$ cat src/rtl/lqsb_pkg.sv
// Shared types and constants for the linear queue sort bucket block.
// Holds command codes, status codes, cell control word and grouping helper.
// No dependencies.
package lqsb_pkg;

  localparam int VAL_W  = 7;
  localparam int KIND_W = 3;
  localparam int STAT_W = 2;
  localparam int GRP_W  = 2;

  localparam logic [KIND_W-1:0] KIND_ENQ  = 3'd0;
  localparam logic [KIND_W-1:0] KIND_DEQ  = 3'd1;
  localparam logic [KIND_W-1:0] KIND_LIST = 3'd2;
  localparam logic [KIND_W-1:0] KIND_SORT = 3'd3;
  localparam logic [KIND_W-1:0] KIND_CAT  = 3'd4;

  localparam logic [STAT_W-1:0] STAT_OK       = 2'd0;
  localparam logic [STAT_W-1:0] STAT_OVERFLOW = 2'd1;
  localparam logic [STAT_W-1:0] STAT_EMPTY    = 2'd2;
  localparam logic [STAT_W-1:0] STAT_NO_GROUP = 2'd3;

  localparam logic [GRP_W-1:0] GRP_FIRST = 2'd0;
  localparam logic [GRP_W-1:0] GRP_LAST  = 2'd3;

  // Group bounds: below 10, up to 19, up to 29, up to 99.
  localparam logic [VAL_W-1:0] LIM_G0 = 7'd10;
  localparam logic [VAL_W-1:0] LIM_G1 = 7'd19;
  localparam logic [VAL_W-1:0] LIM_G2 = 7'd29;
  localparam logic [VAL_W-1:0] LIM_G3 = 7'd99;

  typedef enum logic [2:0] {
    CELL_HOLD,
    CELL_LOAD,
    CELL_SHIFT,
    CELL_ROTATE,
    CELL_SORT
  } cell_op_t;

  typedef struct packed {
    cell_op_t          op;
    logic              phase;
    logic [VAL_W-1:0]  wr_value;
  } cell_ctrl_t;

  typedef enum logic [2:0] {
    S_IDLE,
    S_LIST,
    S_SORT,
    S_CAT,
    S_CAT_END
  } ctrl_state_t;

  // Bit GRP_W is the in-group flag, the low bits the group number.
  function automatic logic [GRP_W:0] group_of(input logic [VAL_W-1:0] v);
    logic [GRP_W:0] g;
    if (v < LIM_G0)       g = {1'b1, 2'd0};
    else if (v <= LIM_G1) g = {1'b1, 2'd1};
    else if (v <= LIM_G2) g = {1'b1, 2'd2};
    else if (v <= LIM_G3) g = {1'b1, 2'd3};
    else                  g = {1'b0, 2'd0};
    return g;
  endfunction

endpackage

$ cat src/rtl/lqsb_cell.sv
// One storage cell of the queue chain: holds one entry, loads, shifts,
// rotates or does a compare-exchange with a neighbor. Depends on lqsb_pkg.
module lqsb_cell #(
  parameter int DEPTH = 16,
  parameter int IDX   = 0
) (
  input  logic                          clk,
  input  lqsb_pkg::cell_ctrl_t          ctrl,
  input  logic [$clog2(DEPTH+1)-1:0]    count,
  input  logic [lqsb_pkg::VAL_W-1:0]    head,
  input  logic [lqsb_pkg::VAL_W-1:0]    left,
  input  logic [lqsb_pkg::VAL_W-1:0]    right,
  output logic [lqsb_pkg::VAL_W-1:0]    q
);
  import lqsb_pkg::*;

  localparam int CW = $clog2(DEPTH + 1);
  localparam logic [CW-1:0] POS  = CW'(IDX);
  localparam logic [CW-1:0] POS1 = CW'(IDX + 1);
  localparam logic PAR      = 1'(IDX % 2);
  localparam logic HAS_LEFT = (IDX > 0);

  logic [VAL_W-1:0] q_next;

  always_comb begin
    q_next = q;
    case (ctrl.op)
      CELL_LOAD: begin
        if (POS == count) q_next = ctrl.wr_value;
      end
      CELL_SHIFT: begin
        q_next = right;
      end
      CELL_ROTATE: begin
        // last live cell wraps the head around; dead cells hold
        if (POS1 == count)     q_next = head;
        else if (POS1 < count) q_next = right;
      end
      CELL_SORT: begin
        if (PAR == ctrl.phase && POS1 < count) begin
          if (right < q) q_next = right;
        end else if (HAS_LEFT && PAR != ctrl.phase && POS < count) begin
          if (left > q) q_next = left;
        end
      end
      default: ;
    endcase
  end

  always_ff @(posedge clk) begin
    q <= q_next;
  end

endmodule

$ cat src/rtl/lqsb_ctrl.sv
// Command sequencer for the queue: head and fill counters, walk state,
// categorize hold-back word and the registered result port. Depends on lqsb_pkg.
module lqsb_ctrl #(
  parameter int DEPTH = 16
) (
  input  logic                          clk,
  input  logic                          rst,
  input  logic                          start,
  input  logic [lqsb_pkg::KIND_W-1:0]   kind,
  input  logic [lqsb_pkg::VAL_W-1:0]    value,
  input  logic [lqsb_pkg::VAL_W-1:0]    head_val,
  output logic                          busy,
  output lqsb_pkg::cell_ctrl_t          cell_ctrl,
  output logic [$clog2(DEPTH+1)-1:0]    count,
  output logic                          strobe,
  output logic [lqsb_pkg::STAT_W-1:0]   status,
  output logic [lqsb_pkg::VAL_W-1:0]    data,
  output logic [lqsb_pkg::GRP_W-1:0]    group,
  output logic                          last
);
  import lqsb_pkg::*;

  localparam int CW = $clog2(DEPTH + 1);
  localparam logic [CW-1:0] FULL = CW'(DEPTH);
  localparam logic [CW-1:0] ONE  = CW'(1);

  ctrl_state_t state, state_next;

  logic [CW-1:0]    fill, fill_next;
  logic [CW-1:0]    head_idx, head_idx_next;
  logic [CW-1:0]    step, step_next;
  logic [CW-1:0]    cnt_m1;
  logic [GRP_W-1:0] grp, grp_next;
  logic             pend_valid, pend_valid_next;
  logic [VAL_W-1:0] pend_data, pend_data_next;
  logic [GRP_W-1:0] pend_grp, pend_grp_next;
  logic [GRP_W:0]   head_grp;
  logic             grp_hit;
  logic             walk_end;

  logic             emit;
  logic [STAT_W-1:0] emit_status;
  logic [VAL_W-1:0] emit_data;
  logic [GRP_W-1:0] emit_group;
  logic             emit_last;

  assign count    = fill - head_idx;
  assign cnt_m1   = count - ONE;
  assign busy     = (state != S_IDLE);
  assign head_grp = group_of(head_val);
  assign grp_hit  = head_grp[GRP_W] && (head_grp[GRP_W-1:0] == grp);
  assign walk_end = (step == cnt_m1);

  always_comb begin
    state_next = state;
    case (state)
      S_IDLE: begin
        if (start) begin
          case (kind)
            KIND_LIST: if (count != '0) state_next = S_LIST;
            KIND_SORT: if (count > ONE) state_next = S_SORT;
            KIND_CAT:  if (count != '0) state_next = S_CAT;
            default: ;
          endcase
        end
      end
      S_LIST:    if (walk_end) state_next = S_IDLE;
      S_SORT:    if (walk_end) state_next = S_IDLE;
      S_CAT:     if (walk_end && grp == GRP_LAST) state_next = S_CAT_END;
      S_CAT_END: state_next = S_IDLE;
      default:   state_next = S_IDLE;
    endcase
  end

  always_comb begin
    cell_ctrl.op       = CELL_HOLD;
    cell_ctrl.phase    = step[0];
    cell_ctrl.wr_value = value;
    fill_next       = fill;
    head_idx_next   = head_idx;
    step_next       = step;
    grp_next        = grp;
    pend_valid_next = pend_valid;
    pend_data_next  = pend_data;
    pend_grp_next   = pend_grp;
    emit        = 1'b0;
    emit_status = STAT_OK;
    emit_data   = '0;
    emit_group  = GRP_FIRST;
    emit_last   = 1'b1;
    case (state)
      S_IDLE: begin
        step_next       = '0;
        grp_next        = GRP_FIRST;
        pend_valid_next = 1'b0;
        if (start) begin
          case (kind)
            KIND_ENQ: begin
              emit = 1'b1;
              if (fill == FULL) begin
                emit_status = STAT_OVERFLOW;
              end else begin
                cell_ctrl.op = CELL_LOAD;
                fill_next    = fill + ONE;
              end
            end
            KIND_DEQ: begin
              emit = 1'b1;
              if (count == '0) begin
                emit_status = STAT_EMPTY;
              end else begin
                emit_data     = head_val;
                cell_ctrl.op  = CELL_SHIFT;
                head_idx_next = head_idx + ONE;
              end
            end
            KIND_LIST, KIND_CAT: begin
              if (count == '0) begin
                emit        = 1'b1;
                emit_status = STAT_EMPTY;
              end
            end
            KIND_SORT: begin
              if (count <= ONE) emit = 1'b1;
            end
            default: ;
          endcase
        end
      end
      S_LIST: begin
        cell_ctrl.op = CELL_ROTATE;
        emit         = 1'b1;
        emit_data    = head_val;
        emit_last    = walk_end;
        step_next    = step + ONE;
      end
      S_SORT: begin
        cell_ctrl.op = CELL_SORT;
        step_next    = step + ONE;
        if (walk_end) emit = 1'b1;
      end
      S_CAT: begin
        cell_ctrl.op = CELL_ROTATE;
        // hold one match back so the final one can carry last
        if (grp_hit) begin
          emit            = pend_valid;
          emit_data       = pend_data;
          emit_group      = pend_grp;
          emit_last       = 1'b0;
          pend_valid_next = 1'b1;
          pend_data_next  = head_val;
          pend_grp_next   = grp;
        end
        if (walk_end) begin
          step_next = '0;
          grp_next  = grp + 2'd1;
        end else begin
          step_next = step + ONE;
        end
      end
      S_CAT_END: begin
        emit = 1'b1;
        if (pend_valid) begin
          emit_data  = pend_data;
          emit_group = pend_grp;
        end else begin
          emit_status = STAT_NO_GROUP;
        end
      end
      default: ;
    endcase
  end

  always_ff @(posedge clk) begin
    if (rst) begin
      state      <= S_IDLE;
      fill       <= '0;
      head_idx   <= '0;
      step       <= '0;
      grp        <= GRP_FIRST;
      pend_valid <= 1'b0;
      strobe     <= 1'b0;
    end else begin
      state      <= state_next;
      fill       <= fill_next;
      head_idx   <= head_idx_next;
      step       <= step_next;
      grp        <= grp_next;
      pend_valid <= pend_valid_next;
      strobe     <= emit;
    end
  end

  always_ff @(posedge clk) begin
    pend_data <= pend_data_next;
    pend_grp  <= pend_grp_next;
    if (emit) begin
      status <= emit_status;
      data   <= emit_data;
      group  <= emit_group;
      last   <= emit_last;
    end
  end

endmodule

$ cat src/rtl/linear_queue_sort_bucket_top.sv
// Top level of the linear queue with sort and categorize: a chain of DEPTH
// lqsb_cell entries, compacted at the head, driven by lqsb_ctrl.
// Depends on lqsb_pkg, lqsb_cell, lqsb_ctrl.
//
//   channel   handshake             word
//   command   start / busy          kind, value
//   result    strobe (no stall)     status, data, group, last
//
// Enqueue and dequeue results are registered and show in the cycle after the command.
// List makes one rotate of the cell chain per cycle over the N live entries, and sort
// one odd-even compare-exchange phase of the chain per cycle; categorize makes four
// rotations of the chain plus a closing word.
// Reset clears the counters and sequencer; entry cells are not cleared.
// The result side cannot stall: each word is flagged by strobe for a single cycle.
module linear_queue_sort_bucket_top #(
  parameter int DEPTH = 16
) (
  input  logic                          clk,
  input  logic                          rst,
  input  logic                          start,
  output logic                          busy,
  input  logic [lqsb_pkg::KIND_W-1:0]   kind,
  input  logic [lqsb_pkg::VAL_W-1:0]    value,
  output logic                          strobe,
  output logic [lqsb_pkg::STAT_W-1:0]   status,
  output logic [lqsb_pkg::VAL_W-1:0]    data,
  output logic [lqsb_pkg::GRP_W-1:0]    group,
  output logic                          last
);
  import lqsb_pkg::*;

  localparam int CW = $clog2(DEPTH + 1);

  cell_ctrl_t       cell_ctrl;
  logic [CW-1:0]    count;
  logic [VAL_W-1:0] q [DEPTH];

  lqsb_ctrl #(.DEPTH(DEPTH)) u_ctrl (
    .clk       (clk),
    .rst       (rst),
    .start     (start),
    .kind      (kind),
    .value     (value),
    .head_val  (q[0]),
    .busy      (busy),
    .cell_ctrl (cell_ctrl),
    .count     (count),
    .strobe    (strobe),
    .status    (status),
    .data      (data),
    .group     (group),
    .last      (last)
  );

  for (genvar i = 0; i < DEPTH; i++) begin : g_cell
    logic [VAL_W-1:0] left_q;
    logic [VAL_W-1:0] right_q;

    if (i == 0) begin : g_first
      assign left_q = q[i];
    end else begin : g_mid
      assign left_q = q[i-1];
    end

    if (i == DEPTH - 1) begin : g_end
      assign right_q = q[i];
    end else begin : g_inner
      assign right_q = q[i+1];
    end

    lqsb_cell #(.DEPTH(DEPTH), .IDX(i)) u_cell (
      .clk   (clk),
      .ctrl  (cell_ctrl),
      .count (count),
      .head  (q[0]),
      .left  (left_q),
      .right (right_q),
      .q     (q[i])
    );
  end

endmodule

$ cat config.mk
export PLATFORM = sky130hd
export DESIGN_NAME = linear_queue_sort_bucket_top
export DESIGN_NICKNAME = d
export VERILOG_FILES = /design/src/rtl/lqsb_pkg.sv /design/src/rtl/lqsb_cell.sv /design/src/rtl/lqsb_ctrl.sv /design/src/rtl/linear_queue_sort_bucket_top.sv
export SDC_FILE = /design/constraint.sdc
export NUM_CORES = 1
export LEC_CHECK = 0
export BUFFER_PORTS_ARGS = -buffer_cell sky130_fd_sc_hd__buf_4
export CELL_PAD_IN_SITES_DETAIL_PLACEMENT = 2
export CELL_PAD_IN_SITES_GLOBAL_PLACEMENT = 2
export CORE_AREA = 2 2 173 175
export CTS_CLUSTER_SIZE = 14
export DETAILED_ROUTE_END_ITERATION = 6
export DIE_AREA = 0 0 175 177
export PLACE_DENSITY = 0.89
export RECOVER_POWER = 25
export SLEW_MARGIN = 30
export SYNTH_ARGS = -nofsm -noshare
export SYNTH_HDL_FRONTEND = slang
export SYNTH_SLANG_ARGS = --single-unit
$ cat constraint.sdc
create_clock -name clk -period 4.5 [get_ports clk]
set_clock_uncertainty 0.05 [all_clocks]
set_input_delay 1.125 -clock clk [delete_from_list [all_inputs] [get_ports clk]]
set_output_delay 1.125 -clock clk [all_outputs]
set_load 0.02 [all_outputs]
==> reports/metrics.yaml <==
status:
  status: "complete, but fails checks"
  violations: "max-capacitance violations, max-slew violations"
drt:
  first_pass_iters: 5
  drcViolationCount: 0
  via_per_inst: 6.95
  vias: 11744
  drt-total-wl_mm: 55.2
  ant_nets: 0
  drtIter0Drc: 1156
  wl_per_cell_um: 32.7
critical_path:
  reg2regPathDepth: 12
  slowest_delay_ns: 0.49
  critPathMaxFanout: 20
  worstPathCellList: "inv_1 > ha_1 > fa_1 > nand2b_1 > a21oi_4 > xnor2_2 > a311oi_1 > buf_4 > nor2_1 > clkbuf_2 > a221oi_1 > o21ai_0"
  crit_path_start_kind: "flop"
  crit_arrival_ns: 4.49
  reg2reg_from: "u_ctrl.fill[0]"
  r2r_slack_ns: 0.08
  critical_path_buf_inv_count: 3
  required_ns: 4.57
  critPathKind: "reg2reg"
  crit_family: "compound AO/OA/AOI/OAI gates"
  critPathSlowestCell: "fa_1"
  critPathCaptureType: "flop"
  r2r-end: "g_cell[11].u_cell.q[0]"
clock_network:
  cts_inserted_buffers: 17
  clockRootBuffer: "clkbuf_16"
  cts_max_level: 4
  cts_tree: "built"
  cts.clk_slew.worst_paths_ns: 0.08
  post_cts_buffers: 0
  clock_path_buffers: 2
  clk_latency_ns: 0.45
  cts_sinks: 155
synth:
  synth_common_cells: "edfxtp_1, ha_1, nor2_1"
  synth_fp_nets: 1377
  synth_area_um2: 11700
  ys_top_cells_by_area: "edfxtp_1, ha_1, a221oi_1, mux2i_1, a21oi_1"
  yosysSeqAreaShare: 0.378
  synth_cell_types: 80
  async_flop_share: 0
  synth_edf_count: 133
  synthDominantCellAreaShare: 0.340
  synthFlopType: "edfxtp_1"
  avgSynthCellArea_um2: 9.39
  yosysMostFrequentCell: "edfxtp_1"
  synth_seq_cells: 155
  yosysTopAreaCell: "edfxtp_1"
  syn_inst: 1250
  yosys_warnings: 0
pwr:
  power_density_nw_per_um2: 768
  peakVddDrop_uv: 296
  leakage_nw: 5.15
floorplan:
  die-area_um2: 31000
  coreArea_um2: 29200
  fp.dieW_um: 175
  die_h_um: 177
  pin_count: 27
  start_util: 0.401
  row_count: 63
worst_hold_path:
  min_to: "u_ctrl.fill[0]"
  hold_start: "u_ctrl.fill[0]"
  hold_depth: 2
  hold_class: "reg2reg"
sta:
  hold_violations: 0
  grt_setup_unrepaired: "false"
  relSlewSlack: -0.142
  setup_viol: 0
  max_clock_freq_ghz: 0.226
  layout_min_cycle_time_ns: 4.42
  tightest_slew_ns: 1.71
  period_share: 0.983
  slew_viol_final: 44
  tns_ns: 0
grt:
  antenna_found_initial: 0
  grt_pass1_vias: 12795
  track_usage: 0.361
  grt_max_degree: 47
  grt_pass1_wl_mm: 83.5
  grt-ovfl-total: 0
placement:
  gp_congestion: 0.962
  portBuffers: 26
  placed_cells: 1657
  dp_hpwl_mm: 38.7
layout:
  syn2layout_area_growth_pct: 11.6
  n_antenna_cell: 0
  fillers: 3127
  fin_nets: 1413
  layout.cells.non_filler: 1689
  drive_gt1_frac: 0.0916
job:
  drv_cap: 1
worst max path at each step:
stage | from | end | slack, ns | depth (start not counted)
2_1_floorplan | u_ctrl.fill[0] | g_cell[3].u_cell.q[0] | 0.44 | 11
3_3_place_gp | u_ctrl.fill[0] | g_cell[3].u_cell.q[2] | 0.55 | 12
3_5_place_dp | u_ctrl.fill[0] | g_cell[3].u_cell.q[2] | 0.32 | 12
4_1_cts | u_ctrl.fill[0] | g_cell[1].u_cell.q[6] | 0.23 | 11
5_1_grt | u_ctrl.fill[0] | g_cell[11].u_cell.q[0] | 0.07 | 12
6_report | u_ctrl.fill[0] | g_cell[11].u_cell.q[0] | 0.08 | 12
flip-flops by register name (all words and copies together), names as in the netlist:
signal / count
g_cell.u_cell.q: 112
u_ctrl.data: 7
u_ctrl.pend_data: 7
u_ctrl.fill: 5
u_ctrl.head_idx: 5
u_ctrl.step: 5
u_ctrl.state: 3
u_ctrl.group: 2
u_ctrl.grp: 2
u_ctrl.pend_grp: 2
u_ctrl.status: 2
u_ctrl.last: 1
u_ctrl.pend_valid: 1
u_ctrl.strobe: 1
report_power, final:
group	switching (W)	total, W	internal (W)
Combinational	0.00321	0.00499	0.00178
Sequential	0.00108	0.00355	0.00247
Clock	0.000777	0.00153	0.000750
cell families (layout without fill, tap and decap cells):
group	Yosys count	in the layout	synth area share
DFF	155	155	0.378
xor gates and xnor gates	25	25	0.0237
AOI/OAI and AO/OA	441	441	0.252
and+or+nand+nor	320	320	0.133
adders and majority gates	114	114	0.122
muxes	49	49	0.0421
buffers and inverters	146	195	0.0488
cell usage in the layout, fill, tap and decap left out, types with 6 or more instances in the layout:
cell type  netlist  final
a211oi_1        11     10
a21o_1          24     24
a21oi_1         90     90
a221o_1         22     22
a221oi_1        69     69
a22o_1           8      8
a31oi_1          7      7
and2_1           8      6
buf_4            2     52
clkbuf_1        44     24
clkbuf_16        0     17
dfxtp_1         22     22
edfxtp_1       133    133
ha_1           113    113
inv_1           85     85
mux2i_1         46     46
nand2_1         68     68
nand2b_1        13     13
nand3_1         28     27
nand4_1         18     18
nor2_1         112    110
nor2b_1         17     17
nor3_1          19     17
o211ai_1        12     12
o21a_1          19     19
o21ai_0         56     58
o21ai_1         80     78
or3_1            7      7
xnor2_1          9      9
xor2_1          10     10
worst register-to-register path, delay by kind of cell (launching register included):
kind	cells	cell delay, ns
compound gates	4	1.36
xor+xnor	1	0.25
fa+ha+maj	2	0.71
buf+inv	3	0.87
flops	1	0.41
simple gates	2	0.45
layer usage:
metal | part of all wire | vias up | GRT usage
met4 | 0.063 | 0 | 0.205
met5 | 0 | - | 0
met2 | 0.47 | 711 | 0.601
met3 | 0.090 | 267 | 0.0859
li1 | - | 4857 | -
met1 | 0.37 | 5909 | 0.427
metrics by stage:
step | power [W] | util | worst slack, ns | hold WS [ns] | cell area [µm²]
2_1_floorplan | 0.00596 | - | 0.439 | 0.412 | 11700
3_3_place_gp | 0.00756 | 0.431 | 0.554 | 0.430 | 12600
3_5_place_dp | 0.00819 | 0.431 | 0.324 | 0.472 | 12600
4_1_cts | 0.00995 | 0.451 | 0.231 | 0.518 | 13200
5_1_grt | 0.0105 | 0.448 | 0.0671 | 0.534 | 13100
6_report | 0.0101 | 0.448 | 0.0755 | 0.514 | 13100
layout make-up:
type / instances / area, µm² / share of cell area
multi-input cells: 949 / 6760 / 0.516
flip-flops and latches: 155 / 4430 / 0.339
repair buffers: 78 / 505 / 0.0386
well taps: 390 / 488 / 0.0373
clock buffers: 17 / 425 / 0.0325
inverters: 85 / 319 / 0.0244
clock inverters: 15 / 170 / 0.0130
what timing repair did:
action	in CTS	in global routing
hold buffers	0	0
endpoints found under the setup margin	0	8
gates resized for setup	0	2
Note: power is estimated with default switching activity, not from simulation.
